`config.mk`:
```
export PLATFORM = sky130hd
export DESIGN_NAME = flag_length_frame_deframer_unit_flat
export DESIGN_NICKNAME = d
export VERILOG_FILES = /design/src/fld_pkg.sv /design/src/fld_intf.sv /design/src/fld_datapath.sv /design/src/fld_ctrl.sv /design/src/flag_length_frame_deframer_unit.sv /design/src/flat_wrapper.sv
export SDC_FILE = /design/constraint.sdc
export NUM_CORES = 2
export LEC_CHECK = 0
export CORE_MARGIN = 8
export CORE_UTILIZATION = 57
export CTS_CLUSTER_SIZE = 25
export DETAILED_ROUTE_END_ITERATION = 10
export DONT_BUFFER_PORTS = 1
export MAX_ROUTING_LAYER = met4
export PLACE_DENSITY = 0.78
export SLEW_MARGIN = 20
export SYNTH_ARGS = -nofsm -noshare
export SYNTH_HDL_FRONTEND = slang
export SYNTH_HIERARCHICAL = 1
export SYNTH_SLANG_ARGS = --single-unit
```
`constraint.sdc`:
```
create_clock -name clk -period 3.9 [get_ports clk]
set_clock_uncertainty 0.05 [all_clocks]
set_input_delay 0 -clock clk [delete_from_list [all_inputs] [get_ports clk]]
set_output_delay 0 -clock clk [all_outputs]
set_load 0.02 [all_outputs]
```
`src/fld_pkg.sv`:
```
package fld_pkg;

	// Default longest accepted frame length (length byte value)
	localparam int MAX_LEN_DEF = 64;

	// Register reset values
	localparam logic [7:0]  FLAG_RST    = 8'hFF;
	localparam logic [15:0] TIMEOUT_RST = 16'd50;

	// Configuration port widths and register indexes
	localparam int CFG_IDX_W  = 4;
	localparam int CFG_DATA_W = 16;
	localparam logic [CFG_IDX_W-1:0] CFG_FLAG    = CFG_IDX_W'(0);
	localparam logic [CFG_IDX_W-1:0] CFG_TIMEOUT = CFG_IDX_W'(1);

	// Commands from the controller to the datapath
	typedef struct packed {
		logic in_byte;   // parse the byte taken from the input channel
		logic in_tick;   // apply one time tick
		logic rp_read;   // read the ring at the rescan pointer
		logic rp_proc;   // parse the byte read for rescan
		logic em_read;   // read the ring at the emit pointer
		logic em_load;   // move the emit read data into the output register
	} fld_cmd_t;

	// Status from the datapath to the controller
	typedef struct packed {
		logic step_emit; // the parsed byte closed a frame with a good end flag
		logic more;      // ring holds bytes that still wait for parsing
		logic em_last;   // emit byte in flight is the last one of the frame
		logic out_free;  // output register can take a byte this cycle
	} fld_sts_t;

endpackage

```
`src/fld_intf.sv`:
```
interface fld_in_if;
	logic       valid;
	logic       ready;
	logic       func;
	logic [7:0] data_byte;

	modport source(output valid, output func, output data_byte, input ready);
	modport sink(input valid, input func, input data_byte, output ready);
endinterface

interface fld_out_if;
	logic       valid;
	logic       ready;
	logic [7:0] frame_byte;
	logic       frame_last;

	modport source(output valid, output frame_byte, output frame_last, input ready);
	modport sink(input valid, input frame_byte, input frame_last, output ready);
endinterface

interface fld_cfg_if;
	logic                           valid;
	logic                           ready;
	logic [fld_pkg::CFG_IDX_W-1:0]  idx;
	logic [fld_pkg::CFG_DATA_W-1:0] wdata;

	modport source(output valid, output idx, output wdata, input ready);
	modport sink(input valid, input idx, input wdata, output ready);
endinterface

```
`src/fld_datapath.sv`:
```
module fld_datapath #(
	parameter int MAX_LEN = fld_pkg::MAX_LEN_DEF
) (
	input  logic                           clk,
	input  logic                           arst_n,
	input  fld_pkg::fld_cmd_t              cmd,
	output fld_pkg::fld_sts_t              sts,
	input  logic [7:0]                     data_byte,
	input  logic                           cfg_valid,
	input  logic [fld_pkg::CFG_IDX_W-1:0]  cfg_idx,
	input  logic [fld_pkg::CFG_DATA_W-1:0] cfg_wdata,
	input  logic                           out_ready,
	output logic                           out_valid,
	output logic [7:0]                     out_byte,
	output logic                           out_last
);

	// Ring depth exceeds MAX_LEN so a frame and its end byte never wrap onto the length byte
	localparam int PW = $clog2(MAX_LEN + 1);
	localparam int Depth = 1 << PW;
	localparam int CW = $clog2(MAX_LEN + 1);
	localparam logic [7:0] MaxLenB = 8'(MAX_LEN);

	typedef enum logic [1:0] {
		PH_HUNT,
		PH_LEN,
		PH_BODY,
		PH_END
	} phase_t;

	logic [7:0]    mem_q [Depth];
	logic [7:0]    rdata_q;
	logic [PW-1:0] rd_addr;

	logic [PW-1:0] wr_ptr_q, rd_ptr_q, len_pos_q, em_ptr_q;
	logic [PW-1:0] wr_ptr_d, rd_ptr_d, len_pos_d;
	logic [CW-1:0] fill_q, fill_d, fill_inc, em_cnt_q;
	logic [7:0]    frame_length_q, frame_length_d;
	logic [7:0]    flag_q;
	logic [15:0]   timeout_q, idle_q, idle_d, idle_inc, lim;
	phase_t        phase_q, phase_d;
	logic          out_valid_q, out_last_q;
	logic [7:0]    out_byte_q;

	logic          step;
	logic [7:0]    b;
	logic [PW-1:0] pos;
	logic          emit;

	// Parse one byte, or apply one tick
	always_comb begin
		step           = cmd.in_byte || cmd.rp_proc;
		b              = cmd.in_byte ? data_byte : rdata_q;
		pos            = cmd.in_byte ? wr_ptr_q : rd_ptr_q;
		wr_ptr_d       = cmd.in_byte ? wr_ptr_q + 1'b1 : wr_ptr_q;
		rd_ptr_d       = rd_ptr_q;
		len_pos_d      = len_pos_q;
		fill_d         = fill_q;
		fill_inc       = fill_q + 1'b1;
		frame_length_d = frame_length_q;
		phase_d        = phase_q;
		idle_d         = idle_q;
		idle_inc       = (idle_q == 16'hFFFF) ? idle_q : idle_q + 16'd1;
		lim            = (timeout_q == 16'd0) ? 16'd1 : timeout_q;
		emit           = 1'b0;
		if (step) begin
			rd_ptr_d = pos + 1'b1;
			if (cmd.in_byte) begin
				idle_d = 16'd0;
			end
			unique case (phase_q)
				PH_HUNT: begin
					if (b == flag_q) begin
						phase_d = PH_LEN;
						fill_d  = '0;
					end
				end
				PH_LEN: begin
					if (b == 8'd0) begin
						phase_d = PH_HUNT;
					end else if (b == flag_q) begin
						// another start flag: keep waiting for the length
						phase_d = PH_LEN;
					end else if (b > MaxLenB) begin
						phase_d = PH_HUNT;
						fill_d  = '0;
					end else begin
						frame_length_d = b;
						len_pos_d      = pos;
						fill_d         = CW'(1);
						phase_d        = (b == 8'd1) ? PH_END : PH_BODY;
					end
				end
				PH_BODY: begin
					fill_d = fill_inc;
					if (8'(fill_inc) >= frame_length_q) begin
						phase_d = PH_END;
					end
				end
				PH_END: begin
					phase_d = PH_HUNT;
					fill_d  = '0;
					if (b == flag_q) begin
						emit = 1'b1;
					end else begin
						// rescan from the byte after the length byte
						rd_ptr_d = len_pos_q + 1'b1;
					end
				end
			endcase
		end else if (cmd.in_tick && phase_q != PH_HUNT) begin
			if (idle_inc >= lim) begin
				phase_d        = PH_HUNT;
				fill_d         = '0;
				frame_length_d = 8'd0;
				idle_d         = 16'd0;
			end else begin
				idle_d = idle_inc;
			end
		end
	end

	// Hold parser state, pointers, registers and output handshake
	always_ff @(posedge clk or negedge arst_n) begin
		if (!arst_n) begin
			wr_ptr_q       <= '0;
			rd_ptr_q       <= '0;
			len_pos_q      <= '0;
			fill_q         <= '0;
			frame_length_q <= 8'd0;
			phase_q        <= PH_HUNT;
			idle_q         <= 16'd0;
			flag_q         <= fld_pkg::FLAG_RST;
			timeout_q      <= fld_pkg::TIMEOUT_RST;
			em_cnt_q       <= '0;
			out_valid_q    <= 1'b0;
		end else begin
			wr_ptr_q       <= wr_ptr_d;
			rd_ptr_q       <= rd_ptr_d;
			len_pos_q      <= len_pos_d;
			fill_q         <= fill_d;
			frame_length_q <= frame_length_d;
			phase_q        <= phase_d;
			idle_q         <= idle_d;
			if (cfg_valid) begin
				unique case (cfg_idx)
					fld_pkg::CFG_FLAG:    flag_q    <= cfg_wdata[7:0];
					fld_pkg::CFG_TIMEOUT: timeout_q <= cfg_wdata[15:0];
					default: ;
				endcase
			end
			if (emit) begin
				em_cnt_q <= frame_length_q[CW-1:0];
			end else if (cmd.em_load) begin
				em_cnt_q <= em_cnt_q - 1'b1;
			end
			if (cmd.em_load) begin
				out_valid_q <= 1'b1;
			end else if (out_ready) begin
				out_valid_q <= 1'b0;
			end
		end
	end

	assign rd_addr = cmd.em_read ? em_ptr_q : rd_ptr_q;

	// Ring memory, emit pointer and output payload
	always_ff @(posedge clk) begin
		if (cmd.in_byte) begin
			mem_q[wr_ptr_q] <= data_byte;
		end
		if (cmd.rp_read || cmd.em_read) begin
			rdata_q <= mem_q[rd_addr];
		end
		if (emit) begin
			em_ptr_q <= len_pos_q;
		end else if (cmd.em_load) begin
			em_ptr_q <= em_ptr_q + 1'b1;
		end
		if (cmd.em_load) begin
			out_byte_q <= rdata_q;
			out_last_q <= (em_cnt_q == CW'(1));
		end
	end

	assign sts.step_emit = emit;
	assign sts.more      = (rd_ptr_d != wr_ptr_d);
	assign sts.em_last   = (em_cnt_q == CW'(1));
	assign sts.out_free  = !out_valid_q || out_ready;

	assign out_valid = out_valid_q;
	assign out_byte  = out_byte_q;
	assign out_last  = out_last_q;

`ifndef SYNTHESIS
	a_caught_up: assert property (@(posedge clk) disable iff (!arst_n)
		(cmd.in_byte || cmd.in_tick) |-> (rd_ptr_q == wr_ptr_q))
		else $error("new item taken while ring bytes wait for parsing");
	a_idle_hunt: assert property (@(posedge clk) disable iff (!arst_n)
		(phase_q == PH_HUNT) |-> (idle_q == 16'd0))
		else $error("idle count running while hunting");
	a_end_fill: assert property (@(posedge clk) disable iff (!arst_n)
		(phase_q == PH_END) |-> (8'(fill_q) == frame_length_q))
		else $error("end flag awaited with frame not full");
`endif

endmodule

```
`src/fld_ctrl.sv`:
```
module fld_ctrl (
	input  logic              clk,
	input  logic              arst_n,
	input  logic              in_valid,
	input  logic              in_func,
	output logic              in_ready,
	input  fld_pkg::fld_sts_t sts,
	output fld_pkg::fld_cmd_t cmd
);

	typedef enum logic [2:0] {
		ST_IDLE,
		ST_RP_RD,
		ST_RP_PROC,
		ST_EM_RD,
		ST_EM_OUT
	} state_t;

	state_t state_q, state_d;
	logic   ready_q;
	logic   fire;

	// Decode commands and next state
	always_comb begin
		cmd     = '0;
		state_d = state_q;
		fire    = in_valid && ready_q;
		unique case (state_q)
			ST_IDLE: begin
				if (fire) begin
					cmd.in_byte = !in_func;
					cmd.in_tick = in_func;
					if (!in_func) begin
						if (sts.step_emit) begin
							state_d = ST_EM_RD;
						end else if (sts.more) begin
							state_d = ST_RP_RD;
						end
					end
				end
			end
			ST_RP_RD: begin
				cmd.rp_read = 1'b1;
				state_d     = ST_RP_PROC;
			end
			ST_RP_PROC: begin
				cmd.rp_proc = 1'b1;
				if (sts.step_emit) begin
					state_d = ST_EM_RD;
				end else if (sts.more) begin
					state_d = ST_RP_RD;
				end else begin
					state_d = ST_IDLE;
				end
			end
			ST_EM_RD: begin
				cmd.em_read = 1'b1;
				state_d     = ST_EM_OUT;
			end
			ST_EM_OUT: begin
				if (sts.out_free) begin
					cmd.em_load = 1'b1;
					if (!sts.em_last) begin
						state_d = ST_EM_RD;
					end else if (sts.more) begin
						state_d = ST_RP_RD;
					end else begin
						state_d = ST_IDLE;
					end
				end
			end
			default: state_d = ST_IDLE;
		endcase
	end

	// Hold state and the registered input ready
	always_ff @(posedge clk or negedge arst_n) begin
		if (!arst_n) begin
			state_q <= ST_IDLE;
			ready_q <= 1'b1;
		end else begin
			state_q <= state_d;
			ready_q <= (state_d == ST_IDLE);
		end
	end

	assign in_ready = ready_q;

`ifndef SYNTHESIS
	a_ready_idle: assert property (@(posedge clk) disable iff (!arst_n)
		ready_q |-> (state_q == ST_IDLE))
		else $error("input ready outside idle");
	a_emit_start: assert property (@(posedge clk) disable iff (!arst_n)
		(cmd.in_byte && sts.step_emit) |=> (state_q == ST_EM_RD))
		else $error("closed frame not emitted");
	a_emit_hold: assert property (@(posedge clk) disable iff (!arst_n)
		(state_q == ST_EM_OUT && !sts.out_free) |=> (state_q == ST_EM_OUT))
		else $error("emit byte dropped while output stalled");
`endif

endmodule

```
`src/flag_length_frame_deframer_unit.sv`:
```
// Flag-delimited, length-prefixed deframer. Each input transfer is a received byte
// (func 0) or one time tick (func 1); each output transfer is one byte of a good
// frame, length byte first, with frame_last on its final byte. In the normal flow
// one byte or tick is taken per cycle and parsed on arrival. When an end flag
// matches, input is held off while the frame (L bytes) goes out of the ring buffer,
// each byte read through the single registered read port of the ring and then
// loaded into the output register; a stalled sink stretches this further. When the
// byte after the body is not the flag, the L bytes after the length byte (the bad
// end byte included) are rescanned through the same read port, each byte read and
// then parsed, with input held off for the whole rescan. A frame found during the
// rescan is sent out before the rescan goes on, and another bad end met during the
// rescan starts a fresh pass after that frame's length byte, so nested mismatches
// hold off input further. The ring holds 2**clog2(MAX_LEN+1) bytes and needs no
// clearing after reset. The output register lets a byte wait for the sink while
// the block keeps working. Configuration (flag value, timeout ticks) is to be
// written by the user only while the block is idle; the block does not enforce it.
module flag_length_frame_deframer_unit #(
	parameter int MAX_LEN = fld_pkg::MAX_LEN_DEF
) (
	input logic     clk,
	input logic     arst_n,
	fld_in_if.sink  byte_ch,
	fld_out_if.source frame_ch,
	fld_cfg_if.sink cfg_ch
);

	fld_pkg::fld_cmd_t cmd;
	fld_pkg::fld_sts_t sts;

	assign cfg_ch.ready = 1'b1;

	fld_ctrl u_ctrl (
		.clk      (clk),
		.arst_n   (arst_n),
		.in_valid (byte_ch.valid),
		.in_func  (byte_ch.func),
		.in_ready (byte_ch.ready),
		.sts      (sts),
		.cmd      (cmd)
	);

	fld_datapath #(
		.MAX_LEN (MAX_LEN)
	) u_datapath (
		.clk       (clk),
		.arst_n    (arst_n),
		.cmd       (cmd),
		.sts       (sts),
		.data_byte (byte_ch.data_byte),
		.cfg_valid (cfg_ch.valid),
		.cfg_idx   (cfg_ch.idx),
		.cfg_wdata (cfg_ch.wdata),
		.out_ready (frame_ch.ready),
		.out_valid (frame_ch.valid),
		.out_byte  (frame_ch.frame_byte),
		.out_last  (frame_ch.frame_last)
	);

endmodule
```
`src/flat_wrapper.sv`:
```
// flat-port wrapper written by rule: the top's interface ports become plain ports
module flag_length_frame_deframer_unit_flat 
#(
	parameter int MAX_LEN = fld_pkg::MAX_LEN_DEF
)
  (clk, arst_n, byte_ch_valid, byte_ch_func, byte_ch_data_byte, byte_ch_ready, frame_ch_valid, frame_ch_frame_byte, frame_ch_frame_last, frame_ch_ready, cfg_ch_valid, cfg_ch_idx, cfg_ch_wdata, cfg_ch_ready);
  fld_in_if byte_ch_i ();
  fld_out_if frame_ch_i ();
  fld_cfg_if cfg_ch_i ();
  input logic clk;
  input logic arst_n;
  input wire logic [$bits(byte_ch_i.valid)-1:0] byte_ch_valid;
  input wire logic [$bits(byte_ch_i.func)-1:0] byte_ch_func;
  input wire logic [$bits(byte_ch_i.data_byte)-1:0] byte_ch_data_byte;
  output wire logic [$bits(byte_ch_i.ready)-1:0] byte_ch_ready;
  output wire logic [$bits(frame_ch_i.valid)-1:0] frame_ch_valid;
  output wire logic [$bits(frame_ch_i.frame_byte)-1:0] frame_ch_frame_byte;
  output wire logic [$bits(frame_ch_i.frame_last)-1:0] frame_ch_frame_last;
  input wire logic [$bits(frame_ch_i.ready)-1:0] frame_ch_ready;
  input wire logic [$bits(cfg_ch_i.valid)-1:0] cfg_ch_valid;
  input wire logic [$bits(cfg_ch_i.idx)-1:0] cfg_ch_idx;
  input wire logic [$bits(cfg_ch_i.wdata)-1:0] cfg_ch_wdata;
  output wire logic [$bits(cfg_ch_i.ready)-1:0] cfg_ch_ready;
  assign byte_ch_i.valid = byte_ch_valid;
  assign byte_ch_i.func = byte_ch_func;
  assign byte_ch_i.data_byte = byte_ch_data_byte;
  assign byte_ch_ready = byte_ch_i.ready;
  assign frame_ch_valid = frame_ch_i.valid;
  assign frame_ch_frame_byte = frame_ch_i.frame_byte;
  assign frame_ch_frame_last = frame_ch_i.frame_last;
  assign frame_ch_i.ready = frame_ch_ready;
  assign cfg_ch_i.valid = cfg_ch_valid;
  assign cfg_ch_i.idx = cfg_ch_idx;
  assign cfg_ch_i.wdata = cfg_ch_wdata;
  assign cfg_ch_ready = cfg_ch_i.ready;
  flag_length_frame_deframer_unit #(.MAX_LEN(MAX_LEN)) u_core (.clk(clk), .arst_n(arst_n), .byte_ch(byte_ch_i), .frame_ch(frame_ch_i), .cfg_ch(cfg_ch_i));
endmodule
```
Word-level counts from Yosys, hierarchy flattened. Memories as Yosys holds them, arrays and structs flattened. A register that Yosys moved wholly into a read port is not among the register bits. Index checks and enable logic that the tools add are counted.

$add $sub $neg: 7. Multipliers: 0. Div/mod/pow operators: 0. $lt $le $gt $ge: 3. Equality and inequality tests: 22. Shift operators: 0. Mux-type cells: 65. Bitwise gates (word level): 3. Reductions and logical operators: 25.

Operators by type and width (number): two-way mux 7 bit (16); two-way mux 16 bit (6); two-way mux 8 bit (8); adder 7 x 1 -> 7 bit (second input constant) (5); case mux 7 bit (4 select lines) (1); two-way mux 2 bit (12); adder 16 x 1 -> 16 bit (second input constant) (1); equality test 16 bit (second input constant) (1); greater-or-equal comparator 16 bit (1); zero test 16 bit (1); two-way mux 1 bit (15); two-way mux 3 bit (5); case mux 3 bit (5 select lines) (1); != test 3 bit (second input constant) (4); AND reduction 5 bit (2); nonzero test 2 bit (5); equality test 8 x 1 -> 1 bit (second input constant) (1); equality test 8 bit (1); greater-or-equal comparator 7 x 8 -> 1 bit (1); > comparator 8 x 7 -> 1 bit (second input constant) (1); zero test 8 bit (1); != test 2 bit (second input constant) (4); case mux 2 bit (4 select lines) (1); equality test 7 x 1 -> 1 bit (second input constant) (1); other kinds (19) (30).

Bits in registers: 106. Bits in latches: 0. Bits in writable memories: 1024. Bits in read-only memories: 0. Input port bits: 34. Output and inout bits: 12. Memories kept: 1.

Memories: u_core.u_datapath.mem_q (words 128, width 8, read ports 1, clocked after Yosys merged registers in 1, write ports 1, line fld_datapath.sv:31) `logic [7:0] mem_q [Depth];`.

Longest topological paths before layout.
Depth in word-level cells: 15. Depth in mapped cells: 20.

Hierarchy. Netlist, hierarchy kept.

By module, submodules not included: fld_datapath (instances 1, cells each 2625, area each 46377.0 µm²); fld_ctrl (instances 1, cells each 29, area each 281.5 µm²); flag_length_frame_deframer_unit (instances 1, cells each 2, area each 11.3 µm²).

Least setup slack after synthesis. Ideal clock, no wire load.

Path type: flip-flop to flip-flop. From: register u_core.u_datapath.idle_q[0]. To: register u_core.u_datapath.frame_length_q[0]. Library setup time: 125 ps. Data arrival time: 4027 ps. Required time: 3725 ps. Slack: -302 ps. Cell stages (with the launch flop): 19. Buffers on the path: 2. Cell sequence: dfrtp_1 ha_1 nand2_1 nor4_1 nand4_1 clkbuf_1 nand2b_1 nor2_1 nand3_1 xnor2_1 ha_1 a21o_1 a21oi_1 o21ai_0 a2111oi_0 o31ai_1 clkbuf_1 a21boi_1 mux2_2.

Cells in the longest elaborated chain, start to end: 5.

RTL lines: start: declaration (line fld_datapath.sv:40) `logic [15:0] timeout_q, idle_q, idle_d, idle_inc, lim;`; start signal: assignment (line fld_datapath.sv:144) `idle_q <= idle_d;`; adder 16 x 1 -> 16 bit / equality test 16 bit (equally long branches) (line fld_datapath.sv:63) `idle_inc = (idle_q == 16'hFFFF) ? idle_q : idle_q + 16'd1;`; two-way mux 16 bit * (line fld_datapath.sv:63); greater-or-equal comparator 16 bit * (line fld_datapath.sv:112) `if (idle_inc >= lim) begin`; nonzero test 2 bit (no line) *; AND reduction 6 bit (no line) *; end signal: assignment (line fld_datapath.sv:142) `frame_length_q <= frame_length_d;`; end: declaration (line fld_datapath.sv:38) `logic [7:0] frame_length_q, frame_length_d;`.

Every way passes the cells marked *; elsewhere a longest branch is shown, timed or not. A chain may end at the register's enable or synchronous reset.

==> results_dict.tcl <==
set metrics [dict create \
    outcome "finished with violations" \
    violations "setup timing" \
    synthDistinctLibCells 73 \
    grt_pass1_wl_mm 170 \
    criticalPathCategory "reg2reg" \
    cp.depth 16 \
    yosys.area.top_type "edfxtp_1" \
    cts_buffers 109 \
    required_ns 4.37 \
    clkSinkCount 1138 \
    finalSetupViolCount 2 \
    r2r_start "u_core/u_ctrl/in_ready" \
    wl_mm 114 \
    cp-endpoint "u_core/u_ctrl/state_q[0]" \
    rsz0062_at_grt "true" \
    final_common_cell "edfxtp_1" \
    grt_max_degree 130 \
    timing.fmax_mhz 250 \
    arrival_ns 4.48 \
    die_area_um2 91300 \
    fin_crit_ns 4.00 \
    io_buffers 0 \
    antenna_left 0 \
    routedWlPerCell_um 27.9 \
    syn_avg_cell_area_um2 17.6 \
    die_w_um 302 \
    cp-end-kind "flop" \
    clockBufferDepth 3 \
    htreeDepth 3 \
    grt_util_all_layers 0.256 \
    dr_total_vias 26539 \
    avgViaCountPerCell 6.52 \
    slew_violations 0 \
    power.leakage_nw 18.3 \
    yosysSeqAreaShare 0.723 \
    route.met2.wl_mm 54.7 \
    drive_above_1_share 0.256 \
    path_buf_inv 4 \
    clock-root-buffer "clkbuf_16" \
    layout.nets 2981 \
    powerDensity_nw_per_um2 688 \
    synth_edf_count 1048 \
    path_delay_family "simple AND/OR/NAND/NOR gates" \
    place_worst_setup_slack_ns -0.187 \
    drt_iter0_drc 3097 \
    synthArstFlopShare 0.0791 \
    gr-total-overflow 0 \
    start_util 0.572 \
    hpwlAfterDp_mm 65.6 \
    boundaryPins 46 \
    layout_common_cells "1,048 x edfxtp_1, 290 x nand2_1, 256 x mux4_2" \
    multiInputGateArea_um2 12600 \
    clk_latency_ns 0.69 \
    seq_area_um2 33700 \
    wl_met1_mm 42.9 \
    die_h_um 302 \
    drc 0 \
    antenna_found_initial 2 \
    maxCapViolCount 0 \
    max_stage_delay_ns 0.55 \
    cp_common_cell "buf_4" \
    tightest_slew_ns 0.889 \
    synth.area.top_cells "edfxtp_1 67%, mux4_2 12%, dfrtp_1 4.2%" \
    core_area_um2 81600 \
    final-hold-violation-count 0 \
    routed.top_layer "met4" \
    synth_ff_type "edfxtp_1" \
    cp-start-kind "flop" \
    relSlewSlack 0.405 \
    r2r_cells 16 \
    path_cells "nand2_4 > nor4b_4 > buf_4 > clkbuf_16 > mux2i_4 > xnor2_2 > buf_4 > nor4_4 > buf_4 > nand4_1 > and4_1 > nor4_2 > o211ai_1 > or4_4 > nand4_1 > o2111ai_2" \
    synthesis.area_um2 46700 \
    grt_pass1_vias 27032 \
    crit_slowest_cell "dfstp_2" \
    synth_seq_cells 1138 \
    startpoint "u_core/u_ctrl/in_ready" \
    drtPass1Iterations 8 \
    gp_congestion 0.933 \
    timing.final.crit_share 1.03 \
    fillers 5024 \
    syn2layout_area_growth_pct 15.9 \
    r2r-end "u_core/u_ctrl/state_q[0]" \
    wl_met3_mm 11.9 \
    ir_drop_mv 0.426 \
    cts_tree "yes" \
    syn_nets 2726 \
    synth_top_area_frac 0.674 \
    hold_class "in2reg" \
    final_core_util 0.663 \
    clk_pin_slew_ns 0.06 \
    ys_warn_count 6 \
    placementRows 105 \
    regToRegSetupSlack_ns -0.10 \
    worstPathMaxFanout 6 \
    worst_slack_ns -0.103 \
    netlist_instances 2656 \
]
cell usage after synthesis, types with 4 or more instances:
cell type	number
edfxtp_1	1048
nand2_1	291
mux4_2	256
nor2_1	179
clkbuf_1	85
dfrtp_1	78
nand3_1	61
o21ai_0	60
mux2_2	44
a211oi_1	43
and2_1	40
xnor2_1	39
a31oi_1	37
ha_1	36
inv_1	36
mux2i_1	32
buf_2	28
buf_1	20
nand2b_1	17
xor2_1	17
nand4_1	16
a21oi_1	15
a221oi_1	15
o22ai_1	14
o21ai_1	13
dfstp_2	12
nor2b_1	11
nor3_1	11
a21o_1	9
and3_1	8
nor4_1	7
mux2i_2	4
o31ai_1	4
or2_2	4
cells by family after synthesis:
kind of cell | after synthesis | synth area share
AO/OA/AOI/OAI | 241 | 0.0342
XOR/XNOR | 57 | 0.0110
adder cells (fa/ha/maj) | 36 | 0.00965
buffers and inverters | 174 | 0.0153
flip-flops | 1138 | 0.723
multiplexers | 336 | 0.142
other | 1 | 0.0000804
AND/OR/NAND/NOR | 673 | 0.0647
worst register-to-register path, stage by stage (launching register included):
cell and delay (ns):
dfstp_2 0.55, nand2_4 0.06, nor4b_4 0.35, buf_4 0.19
clkbuf_16 0.15, mux2i_4 0.26, xnor2_2 0.10, buf_4 0.14
nor4_4 0.25, buf_4 0.20, nand4_1 0.14, and4_1 0.23
nor4_2 0.31, o211ai_1 0.15, or4_4 0.44, nand4_1 0.13
o2111ai_2 0.15
final cells by class:
class	count	area share
tap	1070	0.0248
multi-input combinational	1346	0.233
sequential	1138	0.624
inverter	36	0.00250
clock buffer	128	0.0525
antenna	4	0.000185
clock inverter	71	0.0128
timing repair buffer	280	0.0505
sequential cells by signal, indices dropped and copies added, names as in the netlist, 8 cells and up:
name and cells:
u_core/u_datapath/rdata_q 8, u_core/u_datapath/out_byte 8, u_core/u_datapath/timeout_q 16, u_core/u_datapath/idle_q 16
u_core/u_datapath/flag_q 8, u_core/u_datapath/frame_length_q 8, u_core/u_datapath/mem_q 1024
report_power, final:
| group | internal [mW] | switching [mW] | leakage [nW] |
|---|---|---|---|
| sequential | 13.8 | 0.429 | 10.6 |
| clock | 5.89 | 4.54 | 1.69 |
| combinational | 5.59 | 6.98 | 6.06 |
| total | 25.2 | 11.9 | 18.3 |
through the flow:
stage | hold slack, ns | instance area (um^2) | power, mW | std cells | setup TNS, ns
3_5_place_dp | -0.342 | 49400 | 25.9 | 3799 | -2.40
4_1_cts | 0.00583 | 53800 | 36.8 | 4057 | -0.0373
2_1_floorplan | -0.346 | 46700 | 21.7 | 2656 | 0
6_report | 0.0469 | 54100 | 37.2 | 4073 | -0.163
5_1_grt | 0.0381 | 54100 | 38.4 | 4071 | -0.584
3_3_place_gp | -0.343 | 49400 | 25.7 | 3799 | 0
repair_timing:
action                                   CTS  global route
setup buffers                              5            10
gates cloned                               1             2
endpoints found under the setup margin    25            38
hold endpoints to repair                1159             0
resized for setup                         18            37
hold buffers                              53             0
pin swaps                                  3            18
worst min path at each step:
stage,end,cells after the start,slack (ns),start
floorplan,u_core/u_ctrl/state_q[0],0,-0.35,arst_n
CTS,u_core/u_datapath/rd_ptr_q[4],7,0.006,byte_ch_data_byte[5]
finish,u_core/u_datapath/frame_length_q[3],6,0.05,byte_ch_valid
detailed placement,u_core/u_datapath/idle_q[2],0,-0.34,arst_n
global route,u_core/u_datapath/len_pos_q[1],6,0.04,byte_ch_valid
global placement,u_core/u_datapath/idle_q[2],0,-0.34,arst_n
metal layers:
layer | vias up | GRT usage
met2 | 1624 | 0.398
met5 | - | -
met3 | 307 | 0.0503
li1 | 11004 | -
met4 | 0 | 0.0915
met1 | 13604 | 0.342
No activity file was read; power rests on OpenSTA's default activity.
